<file path="src/hw/rtl/pscl_pkg.sv">
// Shared types and constants for the per-source connection limiter.
// No dependencies; every file that uses it refers to it by scoped names.
`default_nettype none

package pscl_pkg;

	localparam int TABLE_ENTRIES_DEF = 64;

	localparam int TIME_W  = 48;
	localparam int ADDR_W  = 32;
	localparam int CONN_W  = 16;
	localparam int FAIL_W  = 8;
	localparam int TICKS_W = 32;
	localparam int REG_IDX_W = 3;

	localparam logic [TIME_W-1:0] TIME_MAX = {TIME_W{1'b1}};

	// commands
	localparam logic [1:0] CMD_CHECK     = 2'd0;
	localparam logic [1:0] CMD_CONNECT   = 2'd1;
	localparam logic [1:0] CMD_AUTH_FAIL = 2'd2;
	localparam logic [1:0] CMD_TICK      = 2'd3;

	// register indexes
	localparam logic [REG_IDX_W-1:0] REG_ENABLE    = 3'd0;
	localparam logic [REG_IDX_W-1:0] REG_MAX_CONN  = 3'd1;
	localparam logic [REG_IDX_W-1:0] REG_MAX_FAIL  = 3'd2;
	localparam logic [REG_IDX_W-1:0] REG_WINDOW    = 3'd3;
	localparam logic [REG_IDX_W-1:0] REG_BAN_TICKS = 3'd4;

	// limits seen by every cell
	typedef struct packed {
		logic [CONN_W-1:0]  max_connections;
		logic [FAIL_W-1:0]  auth_fail_limit;
		logic [TICKS_W-1:0] window_ticks;
	} limits_t;

	// request token walking down the cell chain
	typedef struct packed {
		logic              active;
		logic              done;
		logic [1:0]        command;
		logic [ADDR_W-1:0] addr;
		logic              allowed;
		logic              banned;
	} token_t;

endpackage

`default_nettype wire

</file>
<file path="src/hw/rtl/pscl_cell.sv">
// One table entry of the limiter: stores a source record and acts on the
// request token passing through it. Depends on pscl_pkg.
`default_nettype none

module pscl_cell (
	input  wire logic                          clk,
	input  wire logic                          arst_n,
	input  wire pscl_pkg::limits_t             limits,
	input  wire logic [pscl_pkg::TIME_W-1:0]   now,
	input  wire logic [pscl_pkg::TIME_W-1:0]   ban_end_new,
	input  wire pscl_pkg::token_t              tin,
	output pscl_pkg::token_t                   tout
);

	logic                            valid_q;
	logic [pscl_pkg::ADDR_W-1:0]     addr_q;
	logic [pscl_pkg::CONN_W-1:0]     conn_q;
	logic [pscl_pkg::FAIL_W-1:0]     fail_q;
	logic [pscl_pkg::TIME_W-1:0]     win_start_q;
	logic [pscl_pkg::TIME_W-1:0]     ban_end_q;
	pscl_pkg::token_t                tout_q;
	pscl_pkg::token_t                tok_d;

	logic live, hit, claim, is_check, is_conn, is_fail;
	logic in_ban, expired, fail_ban, under_limit;
	logic [pscl_pkg::TIME_W-1:0] age;
	logic [pscl_pkg::CONN_W-1:0] conn_inc;
	logic [pscl_pkg::FAIL_W-1:0] fail_inc;

	always_comb begin
		live     = tin.active && !tin.done;
		hit      = live && valid_q && (addr_q == tin.addr);
		// entries fill in order, so the first empty cell is the lowest free one
		claim    = live && !valid_q;
		is_check = (tin.command == pscl_pkg::CMD_CHECK);
		is_conn  = (tin.command == pscl_pkg::CMD_CONNECT);
		is_fail  = (tin.command == pscl_pkg::CMD_AUTH_FAIL);

		age         = now - win_start_q;
		expired     = age > {{(pscl_pkg::TIME_W-pscl_pkg::TICKS_W){1'b0}}, limits.window_ticks};
		in_ban      = now < ban_end_q;
		under_limit = conn_q < limits.max_connections;
		conn_inc    = (conn_q == {pscl_pkg::CONN_W{1'b1}}) ? conn_q
			: conn_q + {{(pscl_pkg::CONN_W-1){1'b0}}, 1'b1};
		fail_inc    = (fail_q == {pscl_pkg::FAIL_W{1'b1}}) ? fail_q
			: fail_q + {{(pscl_pkg::FAIL_W-1){1'b0}}, 1'b1};
		fail_ban    = fail_inc >= limits.auth_fail_limit;

		tok_d         = tin;
		tok_d.done    = tin.done || hit || claim;
		tok_d.allowed = tin.allowed
			|| (hit && is_check && !in_ban && (expired || under_limit))
			|| (claim && is_check);
		tok_d.banned  = tin.banned || (hit && is_check && in_ban);
	end

	always_ff @(posedge clk or negedge arst_n) begin
		if (!arst_n) begin
			valid_q <= 1'b0;
			tout_q  <= '0;
		end else begin
			tout_q <= tok_d;
			if (claim && !is_check) begin
				valid_q <= 1'b1;
			end
		end
	end

	// record payload, no reset
	always_ff @(posedge clk) begin
		if (claim && !is_check) begin
			addr_q      <= tin.addr;
			conn_q      <= is_conn ? {{(pscl_pkg::CONN_W-1){1'b0}}, 1'b1} : '0;
			fail_q      <= is_fail ? {{(pscl_pkg::FAIL_W-1){1'b0}}, 1'b1} : '0;
			win_start_q <= now;
			ban_end_q   <= (is_fail && (limits.auth_fail_limit <=
				{{(pscl_pkg::FAIL_W-1){1'b0}}, 1'b1})) ? ban_end_new : '0;
		end else if (hit) begin
			unique case (tin.command)
				pscl_pkg::CMD_CHECK: begin
					if (!in_ban && expired) begin
						conn_q      <= '0;
						win_start_q <= now;
					end
				end
				pscl_pkg::CMD_CONNECT: begin
					conn_q <= conn_inc;
				end
				pscl_pkg::CMD_AUTH_FAIL: begin
					fail_q <= fail_inc;
					if (fail_ban) begin
						ban_end_q <= ban_end_new;
					end
				end
				default: begin
				end
			endcase
		end
	end

	assign tout = tout_q;

endmodule

`default_nettype wire

</file>
<file path="config.mk">
export PLATFORM = sky130hd
export DESIGN_NAME = pscl_cell
export DESIGN_NICKNAME = d
export VERILOG_FILES = /design/src/hw/rtl/pscl_pkg.sv /design/src/hw/rtl/pscl_cell.sv
export SDC_FILE = /design/constraint.sdc
export NUM_CORES = 1
export LEC_CHECK = 0
export BUFFER_PORTS_ARGS = -buffer_cell sky130_fd_sc_hd__clkbuf_2
export CORE_UTILIZATION = 30
export CTS_BUF_LIST = sky130_fd_sc_hd__clkbuf_8
export DETAILED_ROUTE_END_ITERATION = 8
export PLACE_DENSITY = 0.58
export SETUP_SLACK_MARGIN = 0.02
export SYNTH_ARGS = -nofsm -noshare
export SYNTH_HDL_FRONTEND = slang
export SYNTH_SLANG_ARGS = --single-unit
</file>
<file path="constraint.sdc">
create_clock -name clk -period 6.03 [get_ports clk]
set_input_delay 0.9045 -clock clk [delete_from_list [all_inputs] [get_ports clk]]
set_output_delay 0.9045 -clock clk [all_outputs]
set_load 0.05 [all_outputs]
</file>
==> load_flow_metrics.sql, run 1 <==
INSERT INTO impl_metrics (metric_group, metric, value, unit) VALUES
('global_route', 'vias_in_the_first_global_route', '10600', ''),
('cells_and_area', 'stdcell_area', '15400', 'um2'),
('route', 'vias', '10400', ''),
('sta', 'slew_violations', '0', ''),
('worst_setup_path', 'setup.worst_path.class', 'in2reg', ''),
('clock_network', 'worst_skew_pair_latency', '0.49', 'ns'),
('clock_network', 'cts-root-buf', 'sky130_fd_sc_hd__clkbuf_8', ''),
('sta', 'fmax', '184', 'MHz'),
('cells_and_area', 'final_common_cell', 'sky130_fd_sc_hd__clkbuf_2', ''),
('logic_synthesis', 'post_synthesis_net_count', '1668', ''),
('cells_and_area', 'area_growth_syn_to_layout', '18.7', '%'),
('global_route', 'antenna_found_initial', '9', ''),
('cells_and_area', 'mostFrequentLayoutCells', 'sky130_fd_sc_hd__clkbuf_2, sky130_fd_sc_hd__inv_1, sky130_fd_sc_hd__edfxtp_1, sky130_fd_sc_hd__ha_1, sky130_fd_sc_hd__nand2_1', ''),
('worst_setup_path', 'critical_path_required', '6.27', 'ns'),
('global_route', 'largest_net_degree_at_the_start_of_global_routing', '49', ''),
('clock_network', 'cts_num_sinks', '191', ''),
('global_route', 'grt_use_total', '16.1', '%'),
('placement', 'postPlaceCellArea', '15000', 'um2'),
('sta', 'setup_viol', '0', ''),
('power_and_ir_drop', 'powerDensity', '196', 'nW/um2'),
('placement', 'hpwl', '29400', 'um'),
('cells_and_area', 'n_fill_cell', '4391', ''),
('clock_network', 'cts_made_buffers', '17', ''),
('sta', 'layout_worst_path_cycle_share', '90.1', '%'),
('sta', 'worst-slew-pin-transition', '1.01', 'ns'),
('sta', 'fin_worst_hold_slack', '0.541', 'ns'),
('sta', 'setup_total_negative_slack', '0', 'ns'),
('logic_synthesis', 'yosysSeqAreaShare', '42.6', '%'),
('floorplanning', 'floorplan.initialDensity', '30.7', '%'),
('global_route', 'globalRouteOverflowTotal', '0', ''),
('sta', 'timing.final.crit_period', '5.43', 'ns'),
('worst_setup_path', 'end_kind', 'flip-flop', ''),
('logic_synthesis', 'synth_async_sr_flop_share', '20.4', '%'),
('worst_setup_path', 'critical_path.max_fanout', '11', ''),
('sta', 'post-route-worst-setup-slack', '0.596', 'ns'),
('clock_network', 'clock_tree_from_tritoncts', 'done', ''),
('cells_and_area', 'nets', '1923', ''),
('clock_network', 'cts.hold.buffers_added', '0', ''),
('logic_synthesis', 'post_synth_num_cell_types', '85', ''),
('route', 'antenna_violating_nets_left', '0', ''),
('power_and_ir_drop', 'post_layout_power', '3.02', 'mW'),
('power_and_ir_drop', 'p_leak', '6.88', 'nW'),
('sta', 'rsz_0062_raised_after_global_routing', 'false', ''),
('logic_synthesis', 'ys_seq_elements', '191', ''),
('placement', 'numPortBuffers', '229', ''),
('floorplanning', 'die_area', '44200', 'um2'),
('logic_synthesis', 'avgSynthCellArea', '9.82', 'um2'),
('clock_network', 'cts_max_path_buffers', '2', ''),
('route', 'detail_route.drc_violations', '0', ''),
('route', 'avgViaCountPerCell', '4.78', ''),
('clock_network', 'cts.repair_timing.setup_buffer_count', '0', ''),
('status', 'run_status', 'completed', ''),
('global_route', 'global_route_wire_length_before_repair', '55300', 'um'),
('logic_synthesis', 'synth_edf_count', '152', ''),
('floorplanning', 'fp.dieH', '210', 'um'),
('route', 'post_drt_wl_per_cell', '16.1', 'um'),
('placement', 'place_ws', '0.0773', 'ns'),
('sta', 'number_of_hold_violations_in_the_final_report', '0', ''),
('worst_setup_path', 'cp_data_arrival_time', '5.67', 'ns'),
('flow_run', 'max-cap-violations', '0', ''),
('route', 'finalWirelength', '34900', 'um'),
('worst_setup_path', 'critical_path.startpoint_type', 'input pin', ''),
('logic_synthesis', 'synth_area', '13000', 'um2'),
('logic_synthesis', 'yosys_warnings', '0', ''),
('floorplanning', 'boundaryPins', '230', ''),
('route', 'dr.pass1.iters', '5', ''),
('floorplanning', 'die_width', '210', 'um'),
('worst_hold_path', 'hp-class', 'in2reg', ''),
('sta', 'slew_headroom', '32.8', '%'),
('logic_synthesis', 'syn-instance-count', '1324', ''),
('floorplanning', 'rows', '75', ''),
('cells_and_area', 'drive_gt1_share', '20.7', '%'),
('sta', 'worst_case_clock_skew', '0.0199', 'ns'),
('route', 'drt_iter0_drc', '511', ''),
('clock_network', 'clkSlewWorstSetupHoldPaths', '0.10', 'ns'),
('placement', 'gpl_wtd_cong', '0.941', ''),
('clock_network', 'postCtsResizedCells', '0', ''),
('clock_network', 'htree_num_levels', '4', ''),
('logic_synthesis', 'synthFlopType', 'sky130_fd_sc_hd__edfxtp_1', ''),
('floorplanning', 'core-area', '42300', 'um2'),
('power_and_ir_drop', 'vdd.ir_drop.worst', '0.178', 'mV');
-- state kept, by name (all words and copies together) (netlist names) --
register	cells
ban_end_q	48
conn_q	16
tout	38
addr_q	32
fail_q	8
win_start_q	48
valid_q	1
-- cell type report --
| class | instances | area (um2) | area share [%] |
|---|---|---|---|
| tap | 577 | 722 | 4.68 |
| antenna | 4 | 10.0 | 0.0649 |
| multi-input combinational | 939 | 6690 | 43.4 |
| clock buffer | 19 | 262 | 1.70 |
| clock inverter | 13 | 121 | 0.787 |
| inverter | 160 | 601 | 3.89 |
| timing repair buffer | 270 | 1480 | 9.59 |
| sequential | 191 | 5540 | 35.9 |
-- worst paths after layout --
path	startpoint	to	slack [ns]	cells past startpoint
worst max-delay path	now[3]	win_start_q[37]	0.60	24
worst min-delay path	tin[37]	tout[37]	0.54	1
worst max register to register	win_start_q[3]	win_start_q[37]	0.79	24
worst min register to register	valid_q	valid_q	0.56	1
max in group asynchronous	arst_n	tout[34]	4.83	1
min in group asynchronous	arst_n	tout[17]	0.57	1
-- metal layers --
metal	global-route usage [%]	share of wire (%)
met5	0	0.19
met2	27.4	48
met1	20.1	45
met3	3.11	4.5
met4	5.81	2.2
-- synthesized netlist by cell type, types with 4 or more instances --
master | count | area [um2]
sky130_fd_sc_hd__a211oi_1 | 8 | 60.1
sky130_fd_sc_hd__a21oi_2 | 4 | 35.0
sky130_fd_sc_hd__nor2_1 | 87 | 327
sky130_fd_sc_hd__o31ai_1 | 4 | 30.0
sky130_fd_sc_hd__nor2b_1 | 14 | 87.6
sky130_fd_sc_hd__o21ai_0 | 51 | 255
sky130_fd_sc_hd__nand3_1 | 29 | 145
sky130_fd_sc_hd__nand2b_1 | 10 | 62.6
sky130_fd_sc_hd__mux2i_1 | 4 | 40.0
sky130_fd_sc_hd__nand2_1 | 98 | 368
sky130_fd_sc_hd__a2111oi_0 | 4 | 35.0
sky130_fd_sc_hd__a21o_1 | 38 | 285
sky130_fd_sc_hd__o21a_1 | 17 | 128
sky130_fd_sc_hd__nor4_1 | 8 | 50.1
sky130_fd_sc_hd__inv_1 | 160 | 601
sky130_fd_sc_hd__buf_6 | 4 | 45.0
sky130_fd_sc_hd__buf_2 | 8 | 40.0
sky130_fd_sc_hd__and3_1 | 5 | 31.3
sky130_fd_sc_hd__ha_1 | 151 | 1890
sky130_fd_sc_hd__nor3_1 | 23 | 115
sky130_fd_sc_hd__a22oi_1 | 4 | 30.0
sky130_fd_sc_hd__xnor2_1 | 39 | 342
sky130_fd_sc_hd__nand4_1 | 49 | 307
sky130_fd_sc_hd__a31oi_1 | 11 | 68.8
sky130_fd_sc_hd__clkbuf_1 | 18 | 67.6
sky130_fd_sc_hd__and2_1 | 53 | 332
sky130_fd_sc_hd__dfrtp_1 | 39 | 976
sky130_fd_sc_hd__a21oi_1 | 93 | 465
sky130_fd_sc_hd__edfxtp_1 | 152 | 4560
sky130_fd_sc_hd__or3_1 | 6 | 37.5
sky130_fd_sc_hd__o211ai_1 | 7 | 52.6
sky130_fd_sc_hd__xor2_1 | 47 | 412
sky130_fd_sc_hd__nor4b_1 | 4 | 35.0
-- kinds of logic (layout without fill, tap and decap cells) --
family                   count (synthesis)  after routing  synth area share [%]
AND/OR/NAND/NOR                        414            414                  16.4
AO/OA/AOI/OAI                          282            282                  14.0
buffers and inverters                  194            462                  6.12
flip-flops                             191            191                  42.6
adder cells (fa/ha/maj)                152            152                  14.7
XOR/XNOR                                86             86                  5.80
multiplexers                             5              5                 0.395
other                                    0              4                     0
-- critical path: stages --
cell and delay (ns):
sky130_fd_sc_hd__clkbuf_2 0.12, sky130_fd_sc_hd__ha_1 0.38, sky130_fd_sc_hd__a21o_1 0.21, sky130_fd_sc_hd__a21oi_1 0.22, sky130_fd_sc_hd__a211oi_2 0.14, sky130_fd_sc_hd__o21ai_1 0.25
sky130_fd_sc_hd__nand2_1 0.19, sky130_fd_sc_hd__a31oi_1 0.30, sky130_fd_sc_hd__o21ai_0 0.16, sky130_fd_sc_hd__xor2_1 0.17, sky130_fd_sc_hd__ha_1 0.30, sky130_fd_sc_hd__nand2_1 0.07
sky130_fd_sc_hd__nor3_1 0.27, sky130_fd_sc_hd__nand3_1 0.11, sky130_fd_sc_hd__nor2_1 0.12, sky130_fd_sc_hd__a21oi_1 0.05, sky130_fd_sc_hd__a221oi_1 0.22, sky130_fd_sc_hd__buf_4 0.16
sky130_fd_sc_hd__o311ai_1 0.12, sky130_fd_sc_hd__a2111o_1 0.48, sky130_fd_sc_hd__nor4_2 0.28, sky130_fd_sc_hd__buf_4 0.18, sky130_fd_sc_hd__nor2_4 0.05, sky130_fd_sc_hd__buf_4 0.21
-- through the flow --
| step | utilization (%) | cells |
|---|---|---|
| floorplan | - | 1324 |
| detailed placement | 35.5 | 2137 |
| global placement | 35.5 | 2137 |
| global route | 36.4 | 2171 |
| CTS | 36.4 | 2169 |
| finish | 36.4 | 2173 |
-- where the power goes --
| part | leakage (nW) | switching (mW) | internal [mW] |
|---|---|---|---|
| logic | 4.84 | 0.427 | 0.284 |
| clock network | 0.204 | 0.496 | 0.326 |
| registers | 1.83 | 0.0152 | 1.47 |
No activity file was read; power rests on OpenSTA's default activity.
==> run 2: changes to the inputs <==
--- a/config.mk
+++ b/config.mk
@@ -6,10 +6,12 @@
 export NUM_CORES = 1
 export LEC_CHECK = 0
 export BUFFER_PORTS_ARGS = -buffer_cell sky130_fd_sc_hd__clkbuf_2
+export CELL_PAD_IN_SITES_DETAIL_PLACEMENT = 1
+export CELL_PAD_IN_SITES_GLOBAL_PLACEMENT = 1
 export CORE_UTILIZATION = 30
 export CTS_BUF_LIST = sky130_fd_sc_hd__clkbuf_8
 export DETAILED_ROUTE_END_ITERATION = 8
-export PLACE_DENSITY = 0.58
+export PLACE_DENSITY = 0.69
 export SETUP_SLACK_MARGIN = 0.02
 export SYNTH_ARGS = -nofsm -noshare
 export SYNTH_HDL_FRONTEND = slang
==> load_flow_metrics.sql, run 2 (synthesis gave the netlist of run 1 again) <==
INSERT INTO impl_metrics (metric_group, metric, value, unit) VALUES
('floorplanning', 'die_area', '44200', 'um2'),
('global_route', 'grt_util_met2', '29.7', '%'),
('sta', 'worst-slew-pin-transition', '1.21', 'ns'),
('clock_network', 'clock_tree_from_tritoncts', 'done', ''),
('clock_network', 'worst_skew_pair_latency', '0.50', 'ns'),
('power_and_ir_drop', 'vdd.ir_drop.worst', '0.144', 'mV'),
('sta', 'worst_case_clock_skew', '0.0211', 'ns'),
('sta', 'rsz_0062_raised_after_global_routing', 'false', ''),
('cells_and_area', 'final_common_cell', 'sky130_fd_sc_hd__clkbuf_2', ''),
('cells_and_area', 'drive_gt1_share', '20.2', '%'),
('worst_setup_path', 'critPathMaxStageDelay', '0.48', 'ns'),
('route', 'post_drt_wl_per_cell', '17.3', 'um'),
('floorplanning', 'floorplan.initialDensity', '30.7', '%'),
('worst_setup_path', 'cpMostUsedCell', 'sky130_fd_sc_hd__nor2_1', ''),
('clock_network', 'htree_num_levels', '4', ''),
('global_route', 'antenna_found_initial', '13', ''),
('sta', 'setup_total_negative_slack', '0', 'ns'),
('sta', 'slew_violations', '0', ''),
('sta', 'slew_headroom', '19.1', '%'),
('placement', 'gpl_wtd_cong', '0.901', ''),
('route', 'dr.pass1.iters', '5', ''),
('route', 'detail_route.drc_violations', '0', ''),
('route', 'finalWirelength', '37500', 'um'),
('sta', 'setup_viol', '0', ''),
('placement', 'numPortBuffers', '229', ''),
('global_route', 'use_met1', '20.9', '%'),
('clock_network', 'cts.repair_timing.setup_buffer_count', '0', ''),
('power_and_ir_drop', 'post_layout_power', '3.03', 'mW'),
('clock_network', 'cts_max_path_buffers', '2', ''),
('sta', 'fmax', '179', 'MHz'),
('worst_setup_path', 'worstReg2RegEnd', 'win_start_q[15]', ''),
('cells_and_area', 'n_fill_cell', '4953', ''),
('global_route', 'use_met3', '3.14', '%'),
('global_route', 'vias_in_the_first_global_route', '11300', ''),
('worst_hold_path', 'hp-class', 'in2reg', ''),
('worst_setup_path', 'cp_data_arrival_time', '5.85', 'ns'),
('cells_and_area', 'seqCellArea', '5540', 'um2'),
('cells_and_area', 'area_growth_syn_to_layout', '18.4', '%'),
('floorplanning', 'core-area', '42300', 'um2'),
('sta', 'layout_worst_path_cycle_share', '92.9', '%'),
('global_route', 'globalRoute.busiestLayer', 'met2', ''),
('worst_setup_path', 'setup.worst_path.class', 'in2reg', ''),
('worst_setup_path', 'end_kind', 'flip-flop', ''),
('cells_and_area', 'stdcell_count', '2170', ''),
('global_route', 'global_route_wire_length_before_repair', '59100', 'um'),
('worst_setup_path', 'critical_path_required', '6.28', 'ns'),
('route', 'avgViaCountPerCell', '4.92', ''),
('cells_and_area', 'multi_input_comb_area', '6690', 'um2'),
('worst_setup_path', 'worst_r2r_startpoint', 'win_start_q[0]', ''),
('floorplanning', 'rows', '75', ''),
('cells_and_area', 'mostFrequentLayoutCells', 'sky130_fd_sc_hd__clkbuf_2, sky130_fd_sc_hd__inv_1, sky130_fd_sc_hd__edfxtp_1, sky130_fd_sc_hd__ha_1, sky130_fd_sc_hd__nand2_1', ''),
('power_and_ir_drop', 'p_leak', '6.84', 'nW'),
('floorplanning', 'boundaryPins', '230', ''),
('floorplanning', 'die_width', '210', 'um'),
('cells_and_area', 'nets', '1915', ''),
('placement', 'hpwl', '31700', 'um'),
('sta', 'timing.final.crit_period', '5.60', 'ns'),
('route', 'antenna_violating_nets_left', '0', ''),
('clock_network', 'clkSlewWorstSetupHoldPaths', '0.11', 'ns'),
('worst_hold_path', 'worst_hold_path.endpoint', 'tout[37]', ''),
('status', 'run_status', 'completed', ''),
('worst_hold_path', 'hold_depth', '1', ''),
('global_route', 'largest_net_degree_at_the_start_of_global_routing', '49', ''),
('sta', 'number_of_hold_violations_in_the_final_report', '0', ''),
('sta', 'post-route-worst-setup-slack', '0.429', 'ns'),
('flow_run', 'max-cap-violations', '0', ''),
('clock_network', 'cts_made_buffers', '17', ''),
('clock_network', 'cts-root-buf', 'sky130_fd_sc_hd__clkbuf_8', ''),
('power_and_ir_drop', 'powerDensity', '197', 'nW/um2'),
('global_route', 'grt_use_total', '17.2', '%'),
('clock_network', 'cts.hold.buffers_added', '0', ''),
('worst_setup_path', 'rr_worst_depth', '27', ''),
('floorplanning', 'fp.dieH', '210', 'um'),
('worst_setup_path', 'critical_path.startpoint_type', 'input pin', ''),
('route', 'vias', '10700', ''),
('global_route', 'globalRouteOverflowTotal', '0', ''),
('clock_network', 'cts_num_sinks', '191', ''),
('placement', 'place_ws', '-0.0560', 'ns'),
('worst_setup_path', 'reg2reg_slack', '0.66', 'ns'),
('worst_setup_path', 'timing.critical_path.slowest_stage_cell', 'sky130_fd_sc_hd__a2111o_1', ''),
('route', 'drt_iter0_drc', '579', ''),
('clock_network', 'postCtsResizedCells', '0', ''),
('worst_hold_path', 'worst_hold_startpoint', 'tin[37]', ''),
('worst_setup_path', 'critical_path.max_fanout', '29', ''),
('placement', 'placedCellCount', '2129', '');
run 2: final cells by class:
type                            count  share of cell area (%)
Tap cell                          577                    4.69
Clock buffer                       17                    1.52
Clock inverter                     15                   0.968
Sequential cell                   191                    36.0
Multi-Input combinational cell    939                    43.5
Inverter                          160                    3.90
Antenna cell                        9                   0.146
Timing Repair Buffer              262                    9.30
run 2: worst max path at each step:
stage	end	cells after the start	start	slack [ns]
2_1_floorplan	win_start_q[0]	24	now[0]	0.24
3_3_place_gp	win_start_q[0]	29	now[0]	0.02
3_5_place_dp	win_start_q[4]	29	now[0]	-0.06
4_1_cts	win_start_q[25]	29	now[0]	0.48
5_1_grt	win_start_q[26]	29	now[0]	0.03
6_report	win_start_q[15]	29	now[0]	0.43
run 2: critical path: cells and delay by family:
family | cells | cell delay (ns)
buffers and inverters | 7 | 0.89
adder cells (fa/ha/maj) | 3 | 0.85
AND/OR/NAND/NOR | 11 | 1.39
XOR/XNOR | 1 | 0.18
AO/OA/AOI/OAI | 7 | 1.63
run 2: report_power, final:
group | internal [mW] | leakage, nW | switching (mW)
clock | 0.340 | 0.204 | 0.491
combinational | 0.282 | 4.81 | 0.437
sequential | 1.47 | 1.83 | 0.0156
total | 2.09 | 6.84 | 0.943
run 2: through the flow:
stage / instance area (um2) / util (%) / hold WS, ns
finish: 15400 / 36.4 / 0.524
global route: 15400 / 36.3 / 0.490
CTS: 15400 / 36.3 / 0.487
detailed placement: 15000 / 35.4 / 0.556
global placement: 15000 / 35.4 / 0.532
floorplan: 13000 / - / 0.500
run 2: routing by layer:
layer | vias to the layer above | share of wire, %
li1 | 5231 | -
met1 | 5116 | 44
met2 | 244 | 49
met3 | 72 | 4.2
met4 | 8 | 3.0
met5 | - | 0.14
